### src/rtl/rgbe_pkg.sv
package rgbe_pkg;

  localparam int MAX_WIDTH = 4096;
  localparam int COL_W     = $clog2(MAX_WIDTH);
  localparam int LEN_W     = 16;
  localparam int CODE_W    = 7;
  localparam int IDX_W     = 12;
  localparam int PIX_W     = 32;

  typedef logic [LEN_W-1:0]  len_t;
  typedef logic [LEN_W:0]    len_ext_t;
  typedef logic [COL_W-1:0]  col_t;
  typedef logic [CODE_W-1:0] code_t;
  typedef logic [IDX_W-1:0]  idx_t;
  typedef logic [PIX_W-1:0]  pix_t;

  // position within one scanline record
  typedef enum logic [7:0] {
    PH_MARK0  = 8'b0000_0001,
    PH_MARK1  = 8'b0000_0010,
    PH_LEN_HI = 8'b0000_0100,
    PH_LEN_LO = 8'b0000_1000,
    PH_R      = 8'b0001_0000,
    PH_G      = 8'b0010_0000,
    PH_B      = 8'b0100_0000,
    PH_E      = 8'b1000_0000
  } phase_e;

  typedef struct packed {
    logic   ld_len_hi;
    logic   ld_len_lo;
    logic   clr_fill;
    logic   lit_step;
    logic   run_load;
    logic   run_step;
    code_t  run_count;
    phase_e chan;
  } dp_cmd_t;

  typedef struct packed {
    logic fill_ge_len;
    logic fill_last;
    logic len_zero_next;
    logic rem_zero;
    logic p_free;
  } dp_status_t;

endpackage

### src/rtl/rgbe_ctrl.sv
module rgbe_ctrl (
  input  logic                 clk_i,
  input  logic                 rst_ni,
  input  logic                 in_valid_i,
  input  logic [7:0]           in_byte_i,
  output logic                 in_ready_o,
  input  rgbe_pkg::dp_status_t status_i,
  output rgbe_pkg::dp_cmd_t    cmd_o
);

  typedef enum logic [1:0] {
    ST_BYTE = 2'b01,
    ST_RUN  = 2'b10
  } state_e;

  state_e               state_q, state_d;
  rgbe_pkg::phase_e     phase_q, phase_d;
  rgbe_pkg::code_t      pend_q, pend_d;
  logic                 runexp_q, runexp_d;
  logic                 lit_wait;
  logic                 fire;

  function automatic rgbe_pkg::phase_e next_chan(rgbe_pkg::phase_e ph);
    rgbe_pkg::phase_e nx;
    unique case (ph)
      rgbe_pkg::PH_R: nx = rgbe_pkg::PH_G;
      rgbe_pkg::PH_G: nx = rgbe_pkg::PH_B;
      rgbe_pkg::PH_B: nx = rgbe_pkg::PH_E;
      default:        nx = rgbe_pkg::PH_MARK0;
    endcase
    return nx;
  endfunction

  // an e literal needs room in the pixel pipe before it is taken
  assign lit_wait = (phase_q == rgbe_pkg::PH_E) && !runexp_q && (pend_q != '0) &&
                    !status_i.p_free;

  always_comb begin
    state_d   = state_q;
    phase_d   = phase_q;
    pend_d    = pend_q;
    runexp_d  = runexp_q;
    cmd_o     = '0;
    cmd_o.chan      = phase_q;
    cmd_o.run_count = pend_q;
    in_ready_o = 1'b0;
    fire       = 1'b0;
    unique case (state_q)
      ST_BYTE: begin
        in_ready_o = !lit_wait;
        fire       = in_valid_i && !lit_wait;
        if (fire) begin
          unique case (phase_q)
            rgbe_pkg::PH_MARK0: phase_d = rgbe_pkg::PH_MARK1;
            rgbe_pkg::PH_MARK1: phase_d = rgbe_pkg::PH_LEN_HI;
            rgbe_pkg::PH_LEN_HI: begin
              cmd_o.ld_len_hi = 1'b1;
              phase_d         = rgbe_pkg::PH_LEN_LO;
            end
            rgbe_pkg::PH_LEN_LO: begin
              cmd_o.ld_len_lo = 1'b1;
              cmd_o.clr_fill  = 1'b1;
              pend_d          = '0;
              runexp_d        = 1'b0;
              phase_d = status_i.len_zero_next ? rgbe_pkg::PH_MARK0 : rgbe_pkg::PH_R;
            end
            rgbe_pkg::PH_R, rgbe_pkg::PH_G, rgbe_pkg::PH_B, rgbe_pkg::PH_E: begin
              if (runexp_q) begin
                cmd_o.run_load = 1'b1;
                runexp_d       = 1'b0;
                pend_d         = '0;
                state_d        = ST_RUN;
              end else if (pend_q != '0) begin
                cmd_o.lit_step = 1'b1;
                pend_d         = pend_q - rgbe_pkg::code_t'(1);
                if ((pend_q == rgbe_pkg::code_t'(1)) && status_i.fill_last) begin
                  cmd_o.clr_fill = 1'b1;
                  phase_d        = next_chan(phase_q);
                end
              end else if (!in_byte_i[7]) begin
                pend_d = in_byte_i[6:0];
                // empty literal packet closes at once
                if ((in_byte_i[6:0] == '0) && status_i.fill_ge_len) begin
                  cmd_o.clr_fill = 1'b1;
                  phase_d        = next_chan(phase_q);
                end
              end else begin
                pend_d   = in_byte_i[6:0];
                runexp_d = 1'b1;
              end
            end
            default: phase_d = rgbe_pkg::PH_MARK0;
          endcase
        end
      end
      ST_RUN: begin
        if (status_i.rem_zero) begin
          state_d = ST_BYTE;
          if (status_i.fill_ge_len) begin
            cmd_o.clr_fill = 1'b1;
            phase_d        = next_chan(phase_q);
          end
        end else if ((phase_q != rgbe_pkg::PH_E) || status_i.p_free) begin
          cmd_o.run_step = 1'b1;
        end
      end
      default: state_d = ST_BYTE;
    endcase
  end

  always_ff @(posedge clk_i or negedge rst_ni) begin
    if (!rst_ni) begin
      state_q  <= ST_BYTE;
      phase_q  <= rgbe_pkg::PH_MARK0;
      pend_q   <= '0;
      runexp_q <= 1'b0;
    end else begin
      state_q  <= state_d;
      phase_q  <= phase_d;
      pend_q   <= pend_d;
      runexp_q <= runexp_d;
    end
  end

endmodule

### config.mk
export PLATFORM = sky130hd
export DESIGN_NAME = rgbe_ctrl
export DESIGN_NICKNAME = d
export VERILOG_FILES = /design/src/rtl/rgbe_pkg.sv /design/src/rtl/rgbe_ctrl.sv
export SDC_FILE = /design/constraint.sdc
export NUM_CORES = 1
export LEC_CHECK = 0
export ABC_AREA = 1
export BUFFER_PORTS_ARGS = -buffer_cell sky130_fd_sc_hd__buf_2
export CAP_MARGIN = 20
export CORE_AREA = 2 2 63 89
export DETAILED_ROUTE_END_ITERATION = 8
export DIE_AREA = 0 0 65 91
export GPL_ROUTABILITY_DRIVEN = 0
export SYNTH_ARGS = -nofsm -noshare
export SYNTH_HDL_FRONTEND = slang
export SYNTH_SLANG_ARGS = --single-unit
### constraint.sdc
create_clock -name clk_i -period 2.1 [get_ports clk_i]
set_clock_uncertainty 0.2 [all_clocks]
set_input_delay 0.42 -clock clk_i [delete_from_list [all_inputs] [get_ports clk_i]]
set_output_delay 0.42 -clock clk_i [all_outputs]
set_load 0.02 [all_outputs]
==> impl_metrics.env <==
export IMPL_vias_per_cell=4.621
export IMPL_critPathTopFamily="simple AND/OR/NAND/NOR gates"
export IMPL_crit_buf_inv=2
export IMPL_violations="negative setup slack"
export IMPL_hold_viol=0
export IMPL_ys_ff_latch=18
export IMPL_critPathSlowestCell="dfrtp_2"
export IMPL_drive_gt1_frac=0.5093
export IMPL_routedWlPerCell_um=12.69
export IMPL_yosys_warnings=0
export IMPL_synthArstFlopShare=1.000
export IMPL_dr_pass1_iters=4
export IMPL_power_density_nw_per_um2=938.4
export IMPL_worstPathMaxFanout=5
export IMPL_cts_tree="done"
export IMPL_cts_buffers=3
export IMPL_portBuffers=37
export IMPL_ys_seq_area_frac=0.3215
export IMPL_slew_headroom=0.6998
export IMPL_slowest_delay_ns=0.41
export IMPL_antennaDiodeCount=0
export IMPL_final_min_clock_period_ns=2.515
export IMPL_clockBufferDepth=2
export IMPL_synth_edf_count=0
export IMPL_grt_overflow=0
export IMPL_grt_setup_unrepaired="yes"
export IMPL_critical_path_class="reg2out"
export IMPL_dpl_cell_area_um2=2068
export IMPL_die_h_um=91
export IMPL_p_leak_nw=1.227
export IMPL_tns_ns=-1.788
export IMPL_synth_cell_types=28
export IMPL_stdcell_count=390
export IMPL_crit_path_end_kind="output pin"
export IMPL_dp_hpwl_mm=3.585
export IMPL_track_usage=0.1744
export IMPL_initial_core_util=0.2773
export IMPL_htreeDepth=1
export IMPL_coreArea_um2=5081
export IMPL_grt_pass1_wl_mm=8.079
export IMPL_netlist_instances=218
export IMPL_cp_cell_sequence="inv_2 -> ha_4 -> nand3_4 -> nor2_4 -> nor2_2 -> nand2_2 -> nand3_4 -> nor2_4 -> nand2_2 -> a21oi_4 -> buf_6"
export IMPL_fin_ws_ns=-0.4146
export IMPL_placed_cells=366
export IMPL_grt_pass1_vias=1834
export IMPL_die_area_um2=5915
export IMPL_drv_cap=0
export IMPL_synth_fp_nets=238
export IMPL_ant_nets=0
export IMPL_clk_latency_ns=0.26
export IMPL_utilization=0.4863
export IMPL_arrival_ns=1.89
export IMPL_die_w_um=65
export IMPL_hold_ws_ns=0.2384
export IMPL_layout_nets=345
export IMPL_rows=31
export IMPL_ios=38
export IMPL_slew_viol_final=0
export IMPL_clock_fmax_mhz=397.7
export IMPL_required_ns=1.48
export IMPL_r2r_worst_path_cells=12
export IMPL_vias=1802
export IMPL_mostFrequentLayoutCell="buf_4"
export IMPL_clkSinkCount=18
export IMPL_setup_violations=6
export IMPL_fin_area_um2=2471
export IMPL_worstMarginPinSlew_ns=0.4503
export IMPL_hp_class="in2reg"
export IMPL_critical_path_cell_count=11
export IMPL_drt_iter0_drc=86
export IMPL_clk_pin_slew_ns=0.08
export IMPL_root_buffer="clkbuf_8"
export IMPL_peakVddDrop_v=0.0005789
export IMPL_ys_flop_type="dfrtp_1"
export IMPL_finalCritPeriodShare=1.197
export IMPL_grt_max_degree=19
export IMPL_syn_to_final_growth_pct=75.40
export IMPL_avgSynthCellArea_um2=6.463
export IMPL_final_cell_mix="66 x buf_4, 62 x nand2_1, 31 x buf_2"
export IMPL_worstSetupStartpointType="register"
export IMPL_hold_depth=4
export IMPL_place_ws_ns=-0.09865
export IMPL_total_power_mw=2.319
export IMPL_antenna_found_initial=0
export IMPL_status="complete, but fails checks"
export IMPL_drc=0
export IMPL_wirelength_mm=4.951
export IMPL_synthesis_area_um2=1409
[power breakdown]
part           internal [mW]  switching, mW
clock network          0.167          0.137
logic                  0.640          0.810
registers              0.462          0.104
[sequential cells by signal, summed over array words and instances (netlist names)]
register,count
runexp_q,1
state_q,2
pend_q,7
phase_q,8
[timing repair]
| action | 4_1_cts | 5_1_grt |
|---|---|---|
| endpoints found under the hold margin | 16 | 0 |
| hold buffers | 1 | 0 |
| pin swaps | 3 | 12 |
| endpoints found under the setup margin | 15 | 24 |
| gates cloned | 0 | 1 |
| resized for setup | 36 | 25 |
| buffers inserted | 11 | 8 |
[logic make-up after synthesis]
| group | synth area share |
|---|---|
| flip-flops | 0.3215 |
| adder cells (fa/ha/maj) | 0.03553 |
| AO/OA/AOI/OAI | 0.08704 |
| buffers and inverters | 0.08170 |
| AND/OR/NAND/NOR | 0.4618 |
| XOR/XNOR | 0.01244 |
[layer usage]
metal,wire length (um),global-route usage,vias to the layer above
met4,99,0.06028,0
li1,-,-,907
met3,183,0.02354,7
met2,2687,0.3222,43
met1,1980,0.1991,845
met5,0,0,-
[worst register-to-register path: cells and delay by family (launching register included)]
family	cells	cell delay, ns
buffers and inverters	3	0.46
flip-flops	1	0.57
AND/OR/NAND/NOR	9	0.76
[area by class of cell]
cell class	count	area [um^2]
fillers	510	2610
repair buffers	104	728.2
well taps	66	82.58
clock buffers	4	55.05
multi-input cells	171	1045
inverters	27	101.3
flip-flops and latches	18	459.2
[final timing paths]
check	start	endpoint	slack, ns
hold / removal	status_i[2]	phase_q[4]$_DFFE_PN0P_	0.24
min in group asynchronous	rst_ni	pend_q[6]$_DFFE_PN0P_	0.43
max in group asynchronous	rst_ni	phase_q[0]$_DFFE_PN1P_	0.93
setup / recovery	pend_q[1]$_DFFE_PN0P_	cmd_o[18]	-0.41
setup reg to reg	phase_q[0]$_DFFE_PN1P_	phase_q[6]$_DFFE_PN0P_	0.02
hold reg to reg	state_q[1]$_DFFE_PN0P_	state_q[1]$_DFFE_PN0P_	0.37
[Yosys cell counts, types with 3 or more instances]
cell	number	area share
nand2_1	65	0.17
o21ai_0	14	0.050
dfrtp_1	16	0.28
ha_1	4	0.036
nor2_1	33	0.088
inv_1	27	0.072
a21oi_1	5	0.018
nor2_2	7	0.031
nand4_1	7	0.031
nand2_2	3	0.013
nand3_1	13	0.046
Power figures use the tool's default switching activity.
